File: src/hdl/lkr_pkg.sv
package lkr_pkg;

  localparam int TIMER_WIDTH_DEF = 16;
  localparam int CFG_DATA_W      = 16;
  localparam int CFG_IDX_W       = 2;
  localparam int RETRY_W         = 8;

  localparam logic [CFG_IDX_W-1:0] CFG_RETRY_INTERVAL     = 2'd0;
  localparam logic [CFG_IDX_W-1:0] CFG_HEARTBEAT_TIMEOUT  = 2'd1;
  localparam logic [CFG_IDX_W-1:0] CFG_HEARTBEAT_INTERVAL = 2'd2;
  localparam logic [CFG_IDX_W-1:0] CFG_MAX_RETRIES        = 2'd3;

  localparam logic [15:0]        RETRY_INTERVAL_RST     = 16'd1000;
  localparam logic [15:0]        HEARTBEAT_TIMEOUT_RST  = 16'd5000;
  localparam logic [15:0]        HEARTBEAT_INTERVAL_RST = 16'd1000;
  localparam logic [RETRY_W-1:0] MAX_RETRIES_RST        = 8'd3;

  localparam logic [2:0] MODE_TICK        = 3'd0;
  localparam logic [2:0] MODE_OPEN_INIT   = 3'd1;
  localparam logic [2:0] MODE_OPEN_REQ    = 3'd2;
  localparam logic [2:0] MODE_ACCEPT_RX   = 3'd3;
  localparam logic [2:0] MODE_HB_RX       = 3'd4;
  localparam logic [2:0] MODE_CLOSE       = 3'd5;
  localparam logic [2:0] MODE_FORCE_CLOSE = 3'd6;

  localparam logic [2:0] SEND_NONE = 3'd0;
  localparam logic [2:0] SEND_REQ  = 3'd1;
  localparam logic [2:0] SEND_ACC  = 3'd2;
  localparam logic [2:0] SEND_HB   = 3'd3;
  localparam logic [2:0] SEND_DISC = 3'd4;

  typedef enum logic [1:0] {
    LS_DOWN = 2'd0,
    LS_CONN = 2'd1,
    LS_UP   = 2'd2
  } link_state_t;

  typedef struct packed {
    logic [2:0]  mode;
    logic [15:0] elapsed;
  } in_beat_t;

  typedef struct packed {
    logic [1:0] link_state;
    logic [2:0] send_kind;
  } out_beat_t;

  typedef struct packed {
    logic [15:0]        retry_interval;
    logic [15:0]        heartbeat_timeout;
    logic [15:0]        heartbeat_interval;
    logic [RETRY_W-1:0] max_retries;
  } cfg_t;

endpackage

File: src/hdl/link_keepalive_retry_fsm.sv
// Keepalive state machine for one link (down, connecting, up).
// Input channel in_valid/in_ready/in_data carries one event per beat: a mode
// code and, for a tick, the elapsed tick count. Every event yields exactly one
// result beat on out_valid/out_ready/out_data with the link state after the
// event and the control packet to send.
// The configuration channel cfg_valid/cfg_ready/cfg_index/cfg_data writes the
// retry interval, heartbeat timeout, heartbeat interval and retry budget; it
// is always ready and should only be used while no events are in flight.
// The event is held in an input register, and the state update and result are
// computed combinationally from it into the result register. One event per
// cycle is sustained while the receiver does not stall.
// When the receiver stalls, the result register holds its beat and the input
// register still takes one more event, so in_ready drops only when both are
// full. Reset clears both stages, puts the link down with all timers and the
// retry budget at zero, and restores the register defaults.
module link_keepalive_retry_fsm #(
  parameter int TIMER_WIDTH = lkr_pkg::TIMER_WIDTH_DEF
) (
  input  logic                           clk,
  input  logic                           rst_n,
  input  logic                           in_valid,
  output logic                           in_ready,
  input  lkr_pkg::in_beat_t              in_data,
  output logic                           out_valid,
  input  logic                           out_ready,
  output lkr_pkg::out_beat_t             out_data,
  input  logic                           cfg_valid,
  output logic                           cfg_ready,
  input  logic [lkr_pkg::CFG_IDX_W-1:0]  cfg_index,
  input  logic [lkr_pkg::CFG_DATA_W-1:0] cfg_data
);

  lkr_pkg::cfg_t      cfg;
  lkr_pkg::in_beat_t  in_r;
  lkr_pkg::out_beat_t out_r;
  lkr_pkg::out_beat_t core_res;
  logic               in_valid_r;
  logic               out_valid_r;
  logic               out_free;
  logic               adv;

  assign cfg_ready = 1'b1;
  assign out_free  = !out_valid_r || out_ready;
  assign adv       = in_valid_r && out_free;
  assign in_ready  = !in_valid_r || out_free;

  lkr_cfg_regs u_cfg (
    .clk     (clk),
    .rst_n   (rst_n),
    .wr_en   (cfg_valid && cfg_ready),
    .wr_idx  (cfg_index),
    .wr_data (cfg_data),
    .cfg     (cfg)
  );

  lkr_core #(
    .TIMER_WIDTH (TIMER_WIDTH)
  ) u_core (
    .clk   (clk),
    .rst_n (rst_n),
    .ev_en (adv),
    .ev    (in_r),
    .cfg   (cfg),
    .res   (core_res)
  );

  always_ff @(posedge clk) begin
    if (!rst_n) begin
      in_valid_r  <= 1'b0;
      out_valid_r <= 1'b0;
    end else begin
      if (in_ready) begin
        in_valid_r <= in_valid;
      end
      if (out_free) begin
        out_valid_r <= in_valid_r;
      end
    end
  end

  always_ff @(posedge clk) begin
    if (in_valid && in_ready) begin
      in_r <= in_data;
    end
    if (adv) begin
      out_r <= core_res;
    end
  end

  assign out_valid = out_valid_r;
  assign out_data  = out_r;

  a_no_drop: assert property (@(posedge clk) disable iff (!rst_n)
    (in_valid_r && !out_valid_r) |=> out_valid_r)
    else $error("event beat lost between stages");

  a_full_blocks: assert property (@(posedge clk) disable iff (!rst_n)
    (in_valid_r && out_valid_r && !out_ready) |-> !in_ready)
    else $error("input taken while both stages are full");

  a_disc_down: assert property (@(posedge clk) disable iff (!rst_n)
    (out_valid_r && out_r.send_kind == lkr_pkg::SEND_DISC)
    |-> (out_r.link_state == lkr_pkg::LS_DOWN))
    else $error("disconnect sent while link is not down");

endmodule

File: src/hdl/lkr_cfg_regs.sv
module lkr_cfg_regs (
  input  logic                              clk,
  input  logic                              rst_n,
  input  logic                              wr_en,
  input  logic [lkr_pkg::CFG_IDX_W-1:0]     wr_idx,
  input  logic [lkr_pkg::CFG_DATA_W-1:0]    wr_data,
  output lkr_pkg::cfg_t                     cfg
);

  lkr_pkg::cfg_t cfg_r;

  always_ff @(posedge clk) begin
    if (!rst_n) begin
      cfg_r.retry_interval     <= lkr_pkg::RETRY_INTERVAL_RST;
      cfg_r.heartbeat_timeout  <= lkr_pkg::HEARTBEAT_TIMEOUT_RST;
      cfg_r.heartbeat_interval <= lkr_pkg::HEARTBEAT_INTERVAL_RST;
      cfg_r.max_retries        <= lkr_pkg::MAX_RETRIES_RST;
    end else if (wr_en) begin
      case (wr_idx)
        lkr_pkg::CFG_RETRY_INTERVAL:     cfg_r.retry_interval     <= wr_data;
        lkr_pkg::CFG_HEARTBEAT_TIMEOUT:  cfg_r.heartbeat_timeout  <= wr_data;
        lkr_pkg::CFG_HEARTBEAT_INTERVAL: cfg_r.heartbeat_interval <= wr_data;
        lkr_pkg::CFG_MAX_RETRIES: begin
          cfg_r.max_retries <= wr_data[lkr_pkg::RETRY_W-1:0];
        end
        default: ;
      endcase
    end
  end

  assign cfg = cfg_r;

endmodule

File: src/hdl/lkr_core.sv
module lkr_core #(
  parameter int TIMER_WIDTH = lkr_pkg::TIMER_WIDTH_DEF
) (
  input  logic              clk,
  input  logic              rst_n,
  input  logic              ev_en,
  input  lkr_pkg::in_beat_t ev,
  input  lkr_pkg::cfg_t     cfg,
  output lkr_pkg::out_beat_t res
);

  localparam int CMP_W = (TIMER_WIDTH > 16) ? TIMER_WIDTH : 16;

  lkr_pkg::link_state_t             state_r, state_nxt;
  logic [TIMER_WIDTH-1:0]           timeout_r, timeout_nxt;
  logic [TIMER_WIDTH-1:0]           hb_r, hb_nxt;
  logic [lkr_pkg::RETRY_W-1:0]      retries_r, retries_nxt;

  logic [TIMER_WIDTH-1:0] retry_ld, hbto_ld, hbint_ld;
  logic [CMP_W-1:0]       to_ext, hb_ext, el_ext;
  logic [TIMER_WIDTH-1:0] to_sub, hb_sub;
  logic [2:0]             send;

  assign retry_ld = (TIMER_WIDTH)'(cfg.retry_interval);
  assign hbto_ld  = (TIMER_WIDTH)'(cfg.heartbeat_timeout);
  assign hbint_ld = (TIMER_WIDTH)'(cfg.heartbeat_interval);

  // Both timers count down by the elapsed ticks and stop at zero.
  assign to_ext = (CMP_W)'(timeout_r);
  assign hb_ext = (CMP_W)'(hb_r);
  assign el_ext = (CMP_W)'(ev.elapsed);
  assign to_sub = (to_ext > el_ext) ? (TIMER_WIDTH)'(to_ext - el_ext) : '0;
  assign hb_sub = (hb_ext > el_ext) ? (TIMER_WIDTH)'(hb_ext - el_ext) : '0;

  always_comb begin
    state_nxt   = state_r;
    timeout_nxt = timeout_r;
    hb_nxt      = hb_r;
    retries_nxt = retries_r;
    send        = lkr_pkg::SEND_NONE;
    case (ev.mode)
      lkr_pkg::MODE_TICK: begin
        timeout_nxt = to_sub;
        case (state_r)
          lkr_pkg::LS_CONN: begin
            if (to_sub == '0) begin
              if (retries_r == '0) begin
                state_nxt = lkr_pkg::LS_DOWN;
              end else begin
                retries_nxt = retries_r - 1'b1;
                timeout_nxt = retry_ld;
                send        = lkr_pkg::SEND_REQ;
              end
            end
          end
          lkr_pkg::LS_UP: begin
            if (to_sub == '0) begin
              state_nxt = lkr_pkg::LS_DOWN;
            end else if (hb_sub == '0) begin
              hb_nxt = hbint_ld;
              send   = lkr_pkg::SEND_HB;
            end else begin
              hb_nxt = hb_sub;
            end
          end
          default: ;
        endcase
      end
      lkr_pkg::MODE_OPEN_INIT: begin
        state_nxt   = lkr_pkg::LS_CONN;
        timeout_nxt = retry_ld;
        retries_nxt = cfg.max_retries;
        send        = lkr_pkg::SEND_REQ;
      end
      lkr_pkg::MODE_OPEN_REQ: begin
        state_nxt   = lkr_pkg::LS_UP;
        hb_nxt      = hbint_ld;
        timeout_nxt = hbto_ld;
        retries_nxt = cfg.max_retries;
        send        = lkr_pkg::SEND_ACC;
      end
      lkr_pkg::MODE_ACCEPT_RX: begin
        state_nxt   = lkr_pkg::LS_UP;
        timeout_nxt = hbto_ld;
        if (state_r != lkr_pkg::LS_UP) begin
          hb_nxt = hbint_ld;
        end
      end
      lkr_pkg::MODE_HB_RX: begin
        timeout_nxt = hbto_ld;
      end
      lkr_pkg::MODE_CLOSE: begin
        state_nxt = lkr_pkg::LS_DOWN;
        send      = lkr_pkg::SEND_DISC;
      end
      lkr_pkg::MODE_FORCE_CLOSE: begin
        state_nxt = lkr_pkg::LS_DOWN;
      end
      default: ;
    endcase
  end

  always_ff @(posedge clk) begin
    if (!rst_n) begin
      state_r   <= lkr_pkg::LS_DOWN;
      timeout_r <= '0;
      hb_r      <= '0;
      retries_r <= '0;
    end else if (ev_en) begin
      state_r   <= state_nxt;
      timeout_r <= timeout_nxt;
      hb_r      <= hb_nxt;
      retries_r <= retries_nxt;
    end
  end

  assign res.link_state = state_nxt;
  assign res.send_kind  = send;

  a_req_from_conn: assert property (@(posedge clk) disable iff (!rst_n)
    (ev_en && send == lkr_pkg::SEND_REQ) |=> (state_r == lkr_pkg::LS_CONN))
    else $error("connect request sent outside connecting state");

  a_hb_while_up: assert property (@(posedge clk) disable iff (!rst_n)
    (ev_en && (send == lkr_pkg::SEND_HB || send == lkr_pkg::SEND_ACC))
    |=> (state_r == lkr_pkg::LS_UP && timeout_r != '0 || hbto_ld == '0))
    else $error("heartbeat or accept sent while link is not up");

  a_idle_holds: assert property (@(posedge clk) disable iff (!rst_n)
    !ev_en |=> ($stable(state_r) && $stable(timeout_r) && $stable(retries_r)))
    else $error("link state changed without an event");

  a_retry_dec: assert property (@(posedge clk) disable iff (!rst_n)
    (ev_en && ev.mode == lkr_pkg::MODE_TICK && send == lkr_pkg::SEND_REQ)
    |=> (retries_r == $past(retries_r) - 1'b1))
    else $error("retry budget not consumed by a resent request");

endmodule
File: config.mk
export PLATFORM = sky130hd
export DESIGN_NAME = link_keepalive_retry_fsm
export DESIGN_NICKNAME = d
export VERILOG_FILES = /design/src/hdl/lkr_pkg.sv /design/src/hdl/link_keepalive_retry_fsm.sv /design/src/hdl/lkr_cfg_regs.sv /design/src/hdl/lkr_core.sv
export SDC_FILE = /design/constraint.sdc
export NUM_CORES = 1
export LEC_CHECK = 0
export BUFFER_PORTS_ARGS = -buffer_cell sky130_fd_sc_hd__buf_4
export CAP_MARGIN = 30
export CORE_ASPECT_RATIO = 2
export CORE_MARGIN = 2
export CORE_UTILIZATION = 40
export CTS_BUF_LIST = sky130_fd_sc_hd__clkbuf_8
export CTS_CLUSTER_DIAMETER = 150
export DETAILED_ROUTE_END_ITERATION = 7
export GPL_ROUTABILITY_DRIVEN = 0
export PLACE_DENSITY = 0.55
export SYNTH_ARGS = -nofsm -noshare
export SYNTH_HDL_FRONTEND = slang
export SYNTH_SLANG_ARGS = --single-unit
export TNS_END_PERCENT = 1
File: constraint.sdc
create_clock -name clk -period 4.5 [get_ports clk]
set_input_delay 0.9 -clock clk [delete_from_list [all_inputs] [get_ports clk]]
set_output_delay 0.9 -clock clk [all_outputs]
set_load 0.005 [all_outputs]
=== Word level (Yosys, flattened, before mapping) ===
Cells that the tools add are included.

* Logic and storage cells: 88
* Register bits after elaboration: 124
* Input port bits: 42
* Output and inout bits: 8

* Add/sub/neg operators: 3
* Order comparisons: 2
* Muxes and demuxes: 26
* Equal/unequal tests: 18
* Reduce and logical (&&, ||, !) cells: 25

{| class="wikitable"
|+ Operator list
! operator !! number
|-
| $mux W16 || 9
|-
| $pmux W16 S3 || 2
|-
| $gt A16 B16 Y1 || 2
|-
| $logic_not A16 Y1 || 2
|-
| $sub A16 B16 Y16 || 2
|-
| $mux W8 || 3
|-
| $pmux W8 S2 || 1
|-
| $pmux W3 S4 || 1
|-
| $reduce_and A2 Y1 || 5
|-
| $reduce_and A5 Y1 || 2
|-
| $eq A3 B3 Y1 const B || 3
|-
| $logic_not A8 Y1 || 1
|-
| $mux W2 || 4
|-
| $ne A2 B2 Y1 const B || 4
|-
| $pmux W2 S4 || 1
|-
| $sub A8 B1 Y8 const B || 1
|-
| $eq A2 B2 Y1 const B || 3
|-
| $eq A3 B2 Y1 const B || 2
|-
| $mux W3 || 2
|-
| $ne A2 B1 Y1 const B || 3
|-
| $pmux W3 S2 || 1
|-
| $reduce_bool A3 Y1 || 2
|-
| $reduce_or A2 Y1 || 3
|-
| $eq A2 B1 Y1 const B || 2
|-
| other kinds (10) || 13
|}

=== Longest topological paths before layout ===
Gate-level depths: netlist of the first run.

* Word-level depth: 7
* Gate-level depth with buffers: 14
* Depth with buffers taken out: 12

=== Cells and area by module ===
Synthesis of the first run repeated with hierarchy kept, for this count alone.

* Cells, all modules: 907
* Area total of the unflattened synthesis: 7738.7 um2

{| class="wikitable"
|+ Modules (own cells, without submodules)
! module !! times used !! area an instance (um2) !! seq. area each (um2) !! cells an instance
|-
| lkr_core || 1 || 4717.0 || 840.8 || 657
|-
| lkr_cfg_regs || 1 || 2185.8 || 1121.1 || 215
|-
| link_keepalive_retry_fsm || 1 || 835.8 || 760.7 || 35
|}

=== Worst setup path after synthesis of the first run ===
No wires, ideal clock.

* Kind: register to register
* From: register in_r[0] in the netlist's numbering
* To: register out_r (netlist bit out_data[1]) (data pin)
* Library setup time: 0.254 ns
* Required time: 4.246 ns
* Arrival: 2.969 ns
* Cell stages (with the launch flop): 13
* Path buffers: 1
* Clock period less this slack: 3.223 ns
* Setup slack: 1.277 ns
* Cells stage by stage: edfxtp_1 > ha_1 > fa_1 > nand2b_1 > a211oi_1 > o21a_1 > nor2_1 > a2111oi_0 > and4_4 > a21o_2 > buf_2 > and4b_1 > o21a_1

{| class="wikitable"
|+ RTL lines
! element !! line !! source
|-
| from (decl) || link_keepalive_retry_fsm.sv:34 || <nowiki>lkr_pkg::in_beat_t in_r;</nowiki>
|-
| from (signal assigned) || link_keepalive_retry_fsm.sv:83 || <nowiki>in_r <= in_data;</nowiki>
|-
| to (signal assigned) || link_keepalive_retry_fsm.sv:86 || <nowiki>out_r <= core_res;</nowiki>
|-
| to (decl) || link_keepalive_retry_fsm.sv:35 || <nowiki>lkr_pkg::out_beat_t out_r;</nowiki>
|}

==> results.md, run 1 <==
- Routed vias/inst: about 5.8
- Setup crit end kind: flop
- CP max stage delay: between 0.5 and 0.6 ns
- Synth Warn #: 0
- Drc violations: 0
- Leak pwr: ~3.4 nW
- Antenna-violating nets left: 0
- Reg clk slew, reported paths: approximately 0.070 ns
- Final HPWL from detailed placement: between 15 and 20 mm
- Peak supply drop: between 200 and 250 µV
- Max Fclk: between 0.2 and 0.3 GHz
- Fillers: 1962
- Max Slew Vio Count: 0
- Initial antenna violation count: 0
- Worst EP required: 4.72 ns
- Die width: 102.3 µm
- Initial drt markers: about 360
- RSZ-0062 raised after global routing: false
- Worst setup skew after layout: roughly 0.015 ns
- CTS max path bufs: 2
- Synth-to-Final Area Change: 9.972%
- Most numerous cell on the critical path: o21a_1
- Final Hold Viols: 0
- Seq/Total Area, Yosys: 35.23%
- Total GRT Usage: roughly 25%
- Buffers added on ports: 48
- Grt ovf: 0
- Number of synthesized flops with an enable pin: 24
- Die extent in y: 200.6 µm
- Core ar.: roughly 0.019 mm²
- Post-Syn Area: 0.007729 mm²
- First-pass GRT wire length: around 39 mm
- Critical Path Start Type: flop
- Maximum fanout along the worst path: 19
- Io pins: 50
- Cells after Synth: about 930
- DRT Pass-1 Iters: 5
- Routed vias: just over 7000
- Area occupied by multi-input gates: between 0.004 and 0.005 mm²
- CP arrival: 4.20 ns
- Final Cycle Share: about nine tenths
- Hold/Removal Path Class: flop to flop
- Synth async-reset ratio: 0%
- Mapped Nets: 1012
- Placed insts: roughly 1200
- Largest net degree at the start of global routing: between 50 and 60
- CTS tree: yes
- Root buffer cell: clkbuf_8
- Outcome: finished, final reports clean
- Slew headroom: about a third
- Non-Filler Instances: about 1200
- Minimum clock period: ~4.0 ns
- Starting density of the core: about two fifths
- Avg Inst Size Synth: just over 8 µm²
- PwrDens: between 300 and 400 mW/mm²
- Slowest CP cell: a2111oi_0
- TritonCTS Sinks: approximately 120
- # nets final: slightly above 1000
- Max_cap viols: 0
- Flops & latches, synth: about 120
- Share of cells above drive strength 1: approximately an eighth
- Final design utilization: around 44%
- DIE AREA: just over 0.02 mm²
- Worst Max-Slew Pin Slew: between 1 and 1.5 ns
- Critical-path cell list: ha_1 > fa_1 > nand2b_1 > a211oi_1 > o21a_1 > nor2_1 > a2111oi_0 > and4_4 > a21o_2 > and4b_1 > o21a_1
- Top delay family on crit path: compound AO/OA/AOI/OAI gates
- Main flop type after synthesis: dfxtp_1
- Average wire per standard cell: about 20 µm
- Post_cts resized: 0
- Num CTS Buffers: 17
- Htree depth: 4
- CP Buf/Inv Count: 0
- Final setup violating endpoints: 0
- # diodes: 0
- Vias in the first global route: ~6900
- Routed wire length: roughly 25 mm
- Core Rows: 72
- Setup Total Neg Slack: 0 ns
- Post-synthesis cell type count: 90
- Reg area: 0.002723 mm²
- # hold bufs at CTS: 0
- Path type of the worst setup path: flop to flop
- Setup Buffers After CTS: 0
- Worst-Skew Late Latency: 0.46 ns
routing by layer:
layer  GRT usage, %  share of wire [%]  vias to the layer above
li1               -                  -                     3498
met2          43.98                 53                      162
met3          3.482                2.8                       63
met5              0                  0                        -
met4          15.90                6.7                        0
met1          26.48                 38                     3413
logic make-up after synthesis:
group / synth area share [%]
xor+xnor: 1.700
mux: 2.169
other cells: 0.04852
flops: 35.23
fa+ha+maj: 6.184
compound gates: 26.11
simple gates: 22.28
buf+inv: 6.281
through the flow:
step / setup WS, ns / hold slack, ns / power [mW] / instance area, µm²
after floorplan: 1.277 / 0.4321 / 1.619 / 7729
after global placement: 0.5540 / 0.4432 / 1.778 / 8123
after detailed placement: 0.4991 / 0.4473 / 1.779 / 8145
after CTS: 0.4573 / 0.4581 / 2.690 / 8499
after global routing: 0.3329 / 0.4767 / 2.789 / 8499
final: 0.5162 / 0.4556 / 2.675 / 8499
registers in the layout, summed over array words and instances (netlist names), 2 cells and up:
signal,flops
u_cfg.cfg,56
in_r,19
u_core.hb_ext,16
u_core.timeout_r,16
u_core.retries_r,8
out_data,5
u_core.state_r,2
final cells by class:
cell class	instances	share of cell area (%)
multi-input cells	715	53.19
flip-flops and latches	124	32.03
repair buffers	59	5.300
well taps	259	3.813
clock buffers	20	3.239
inverters	34	1.502
clock inverters	11	0.9274
layout by cell type (no fill, tap or decap), drive strengths merged, types with 20 or more instances in the layout:
cell type | netlist | layout
nand2 | 169 | 169
buf | 14 | 59
ha | 35 | 35
edfxtp | 24 | 24
nand3 | 49 | 49
inv | 34 | 38
a21oi | 81 | 81
nor2 | 44 | 44
dfxtp | 100 | 100
o21ai | 40 | 40
clkbuf | 46 | 20
worst paths after layout:
kind / startpoint / to / slack (ns) / depth (start not counted)
worst max-delay path: in_r[0] / out_data[1] / 0.52 / 11
worst min-delay path: u_cfg.cfg[5] / u_cfg.cfg[5] / 0.46 / 2
worst max register to register: in_r[0] / out_data[1] / 0.52 / 11
worst min register to register: u_cfg.cfg[5] / u_cfg.cfg[5] / 0.46 / 2
tightest hold or removal path, delay by kind of cell (launching register included):
family	cells	cell delay [ns]
simple gates	1	0.05
flops	1	0.31
compound gates	1	0.05
power by group:
| part | internal [mW] | switching (mW) |
|---|---|---|
| Sequential | 1.19 | 0.0410 |
| Combinational | 0.197 | 0.336 |
| Clock | 0.465 | 0.451 |
synth_stat cells, types with 5 or more instances:
master | number | area, µm²
nand2b_1 | 7 | 43.79
buf_2 | 6 | 30.03
o31a_1 | 6 | 52.55
o21a_1 | 13 | 97.59
dfxtp_1 | 100 | 2002
and2_1 | 8 | 50.05
or2_2 | 5 | 31.28
o21ai_1 | 5 | 25.02
o31ai_1 | 15 | 112.6
a221o_1 | 6 | 60.06
and3_1 | 6 | 37.54
or3_1 | 5 | 31.28
mux2_2 | 6 | 67.56
xnor2_1 | 8 | 70.07
nand4_1 | 8 | 50.05
ha_1 | 35 | 437.9
xor2_1 | 7 | 61.31
nor2b_1 | 9 | 56.30
inv_1 | 34 | 127.6
edfxtp_1 | 24 | 720.7
mux2i_1 | 10 | 100.1
clkbuf_8 | 8 | 110.1
a21oi_1 | 78 | 390.4
o221ai_1 | 5 | 43.79
o211ai_1 | 8 | 60.06
a31oi_1 | 17 | 106.4
a21o_1 | 11 | 82.58
a311oi_1 | 7 | 61.31
a211oi_1 | 15 | 112.6
clkbuf_1 | 38 | 142.6
a221oi_1 | 16 | 140.1
buf_6 | 5 | 56.30
nand3_1 | 49 | 245.2
or4_1 | 5 | 37.54
nor2_1 | 43 | 161.4
nand2_1 | 167 | 626.9
o41ai_1 | 5 | 43.79
o21ai_0 | 34 | 170.2
nor3_1 | 17 | 85.08
Power figures use the tool's default switching activity.
==> run 2: changes to the inputs <==
--- a/config.mk
+++ b/config.mk
@@ -14,6 +14,7 @@
 export CTS_CLUSTER_DIAMETER = 150
 export DETAILED_ROUTE_END_ITERATION = 7
 export GPL_ROUTABILITY_DRIVEN = 0
+export MAX_ROUTING_LAYER = met4
 export PLACE_DENSITY = 0.55
 export SYNTH_ARGS = -nofsm -noshare
 export SYNTH_HDL_FRONTEND = slang
==> run 2 against run 1 <==
Worst hold slack barely moved. Non-clock buffer count unchanged. Cell count stayed put. Largest power group unchanged. Global-route usage up 0.71 points. Sequential power about the same. Wire length decreased by 0.36%. Fmax barely moved. Cell area unchanged. Critical path depth unchanged. Highest routed layer unchanged. Register-to-register slack hardly changed. Clock skew decreased by 0.00052 ns.
==> results.md, run 2 (synthesis results as in run 1) <==
- Outcome: finished, final reports clean
- Max Fclk: approximately 0.25 GHz
- Area occupied by multi-input gates: between 0.004 and 0.005 mm²
- # hold bufs at CTS: 0
- Post_cts resized: 0
- Routed vias: a little over 7000
- Share of cells above drive strength 1: a little over an eighth
- Hold/Removal Path Class: flop to flop
- Register share of total power: 45.9%
- Final setup violating endpoints: 0
- Reg clk slew, reported paths: about 0.08 ns
- CTS max path bufs: 2
- Top delay family on crit path: compound AO/OA/AOI/OAI gates
- First-pass GRT wire length: slightly below 40 mm
- Buffers added on ports: 48
- Max reg flops: 56
- Die extent in y: approximately 200 µm
- Max_cap viols: 0
- Core ar.: 0.01919 mm²
- Initial antenna violation count: 0
- Most frequent cells in the layout: 167 x nand2_1, 100 x dfxtp_1, 78 x a21oi_1, 58 x buf_4, 49 x nand3_1
- Synth-to-Final Area Change: 9.972%
- CP arrival: 4.20 ns
- Reg2reg start: in_r[0]
- Setup crit end kind: flop
- Final HPWL from detailed placement: 19.06 mm
- Final Hold Viols: 0
- Worst setup skew after layout: between 0.01 and 0.015 ns
- Peak supply drop: approximately 210 µV
- # nets final: a little over 1000
- DRT Pass-1 Iters: 5
- Slowest CP cell: a2111oi_0
- Worst Max-Slew Pin Slew: between 1 and 1.5 ns
- Switching power: between 0.8 and 0.9 mW
- Grt ovf: 0
- Switching Fraction: 30.84%
- Root buffer cell: clkbuf_8
- Average wire per standard cell: around 20 µm
- Fin area: approximately 0.0085 mm²
- Num CTS Buffers: 17
- Routed wire length: approximately 25 mm
- Setup Total Neg Slack: 0 ns
- Path type of the worst setup path: flop to flop
- CTS tree: yes
- Worst-Skew Late Latency: roughly 0.46 ns
- Maximum fanout along the worst path: 19
- Setup Buffers After CTS: 0
- Max Slew Vio Count: 0
- Critical-path cell list: ha_1 > fa_1 > nand2b_1 > a211oi_1 > o21a_1 > nor2_1 > a2111oi_0 > and4_4 > a21o_2 > and4b_1 > o21a_1
- Io pins: 50
- Worst setup path start: in_r[0]
- Most numerous cell on the critical path: o21a_1
- Critical Path Start Type: flop
- Slew headroom: between 30% and 40%
- Final Cycle Share: around nine tenths
- Htree depth: 4
- HP Start: u_cfg.cfg[5]
- Worst EP required: roughly 4.7 ns
- Vias in the first global route: around 7000
- RSZ-0062 raised after global routing: false
- Placed cell area: between 0.008 and 0.009 mm²
- TritonCTS Sinks: roughly 120
- Routed vias/inst: between 5 and 6
- Clock share of power: between 30% and 40%
- Fillers: 1962
- CP Buf/Inv Count: 0
- Reg area: 0.002723 mm²
- Largest net degree at the start of global routing: 58
- Leak pwr: 3.367 nW
- PwrDens: between 300 and 400 mW/mm²
- Logic pwr share: slightly below 20%
- Commonest non-fill, non-tap cell in the layout: nand2_1
- Drc violations: 0
- CP max stage delay: ~0.55 ns
- Minimum clock period: roughly 4.0 ns
- Starting density of the core: 40.28%
- Die width: ~100 µm
- Total GRT Usage: 25.49%
- # diodes: 0
- Core Rows: a little over 70
- Pint: roughly 1.8 mW
- Initial drt markers: between 300 and 400
- Antenna-violating nets left: 0
- DIE AREA: about 0.021 mm²
==> run 2: worst register-to-register path, cell delays in order (launching register included) <==
cell       delay [ns]
edfxtp_1         0.41
ha_1             0.27
fa_1             0.47
nand2b_1         0.21
a211oi_1         0.34
o21a_1           0.21
nor2_1           0.08
a2111oi_0        0.55
and4_4           0.41
a21o_2           0.39
and4b_1          0.26
o21a_1           0.16
==> run 2: worst paths after layout <==
check,end,slack (ns),cells past startpoint
setup / recovery,out_data[1],0.52,11
hold / removal,u_cfg.cfg[5],0.46,2
hold reg to reg,u_cfg.cfg[5],0.46,2
setup reg to reg,out_data[1],0.52,11
==> run 2: layout make-up <==
type / instances / share of cell area [%]
Multi-Input combinational cell: 715 / 53.19
Sequential cell: 124 / 32.03
Timing Repair Buffer: 59 / 5.300
Tap cell: 259 / 3.813
Clock buffer: 20 / 3.239
Inverter: 34 / 1.502
Clock inverter: 11 / 0.9274
==> run 2: layer usage <==
layer | wire [µm] | global-route usage [%]
met5 | 0 | -
met4 | 1606 | 15.76
met3 | 735 | 3.621
met2 | 13050 | 43.98
met1 | 9345 | 26.48
==> run 2: per-stage QoR <==
step | instances | power (mW) | hold slack [ns] | utilization [%] | setup slack [ns]
floorplan | 933 | 1.619 | 0.4321 | - | 1.277
global placement | 1189 | 1.778 | 0.4432 | 42.33 | 0.5540
detailed placement | 1191 | 1.779 | 0.4473 | 42.45 | 0.4991
CTS | 1222 | 2.690 | 0.4581 | 44.29 | 0.4573
global route | 1222 | 2.791 | 0.4767 | 44.29 | 0.3346
finish | 1222 | 2.671 | 0.4557 | 44.29 | 0.5179
==> run 2: power groups by stage <==
| stage | clock [mW] | combinational [mW] | sequential [mW] |
|---|---|---|---|
| 6_report | 0.912 | 0.532 | 1.23 |
| 5_1_grt | 0.975 | 0.583 | 1.23 |
| 4_1_cts | 0.931 | 0.532 | 1.23 |
| 3_5_place_dp | 0 | 0.528 | 1.25 |
| 2_1_floorplan | 0 | 0.387 | 1.23 |
| 3_3_place_gp | 0 | 0.527 | 1.25 |
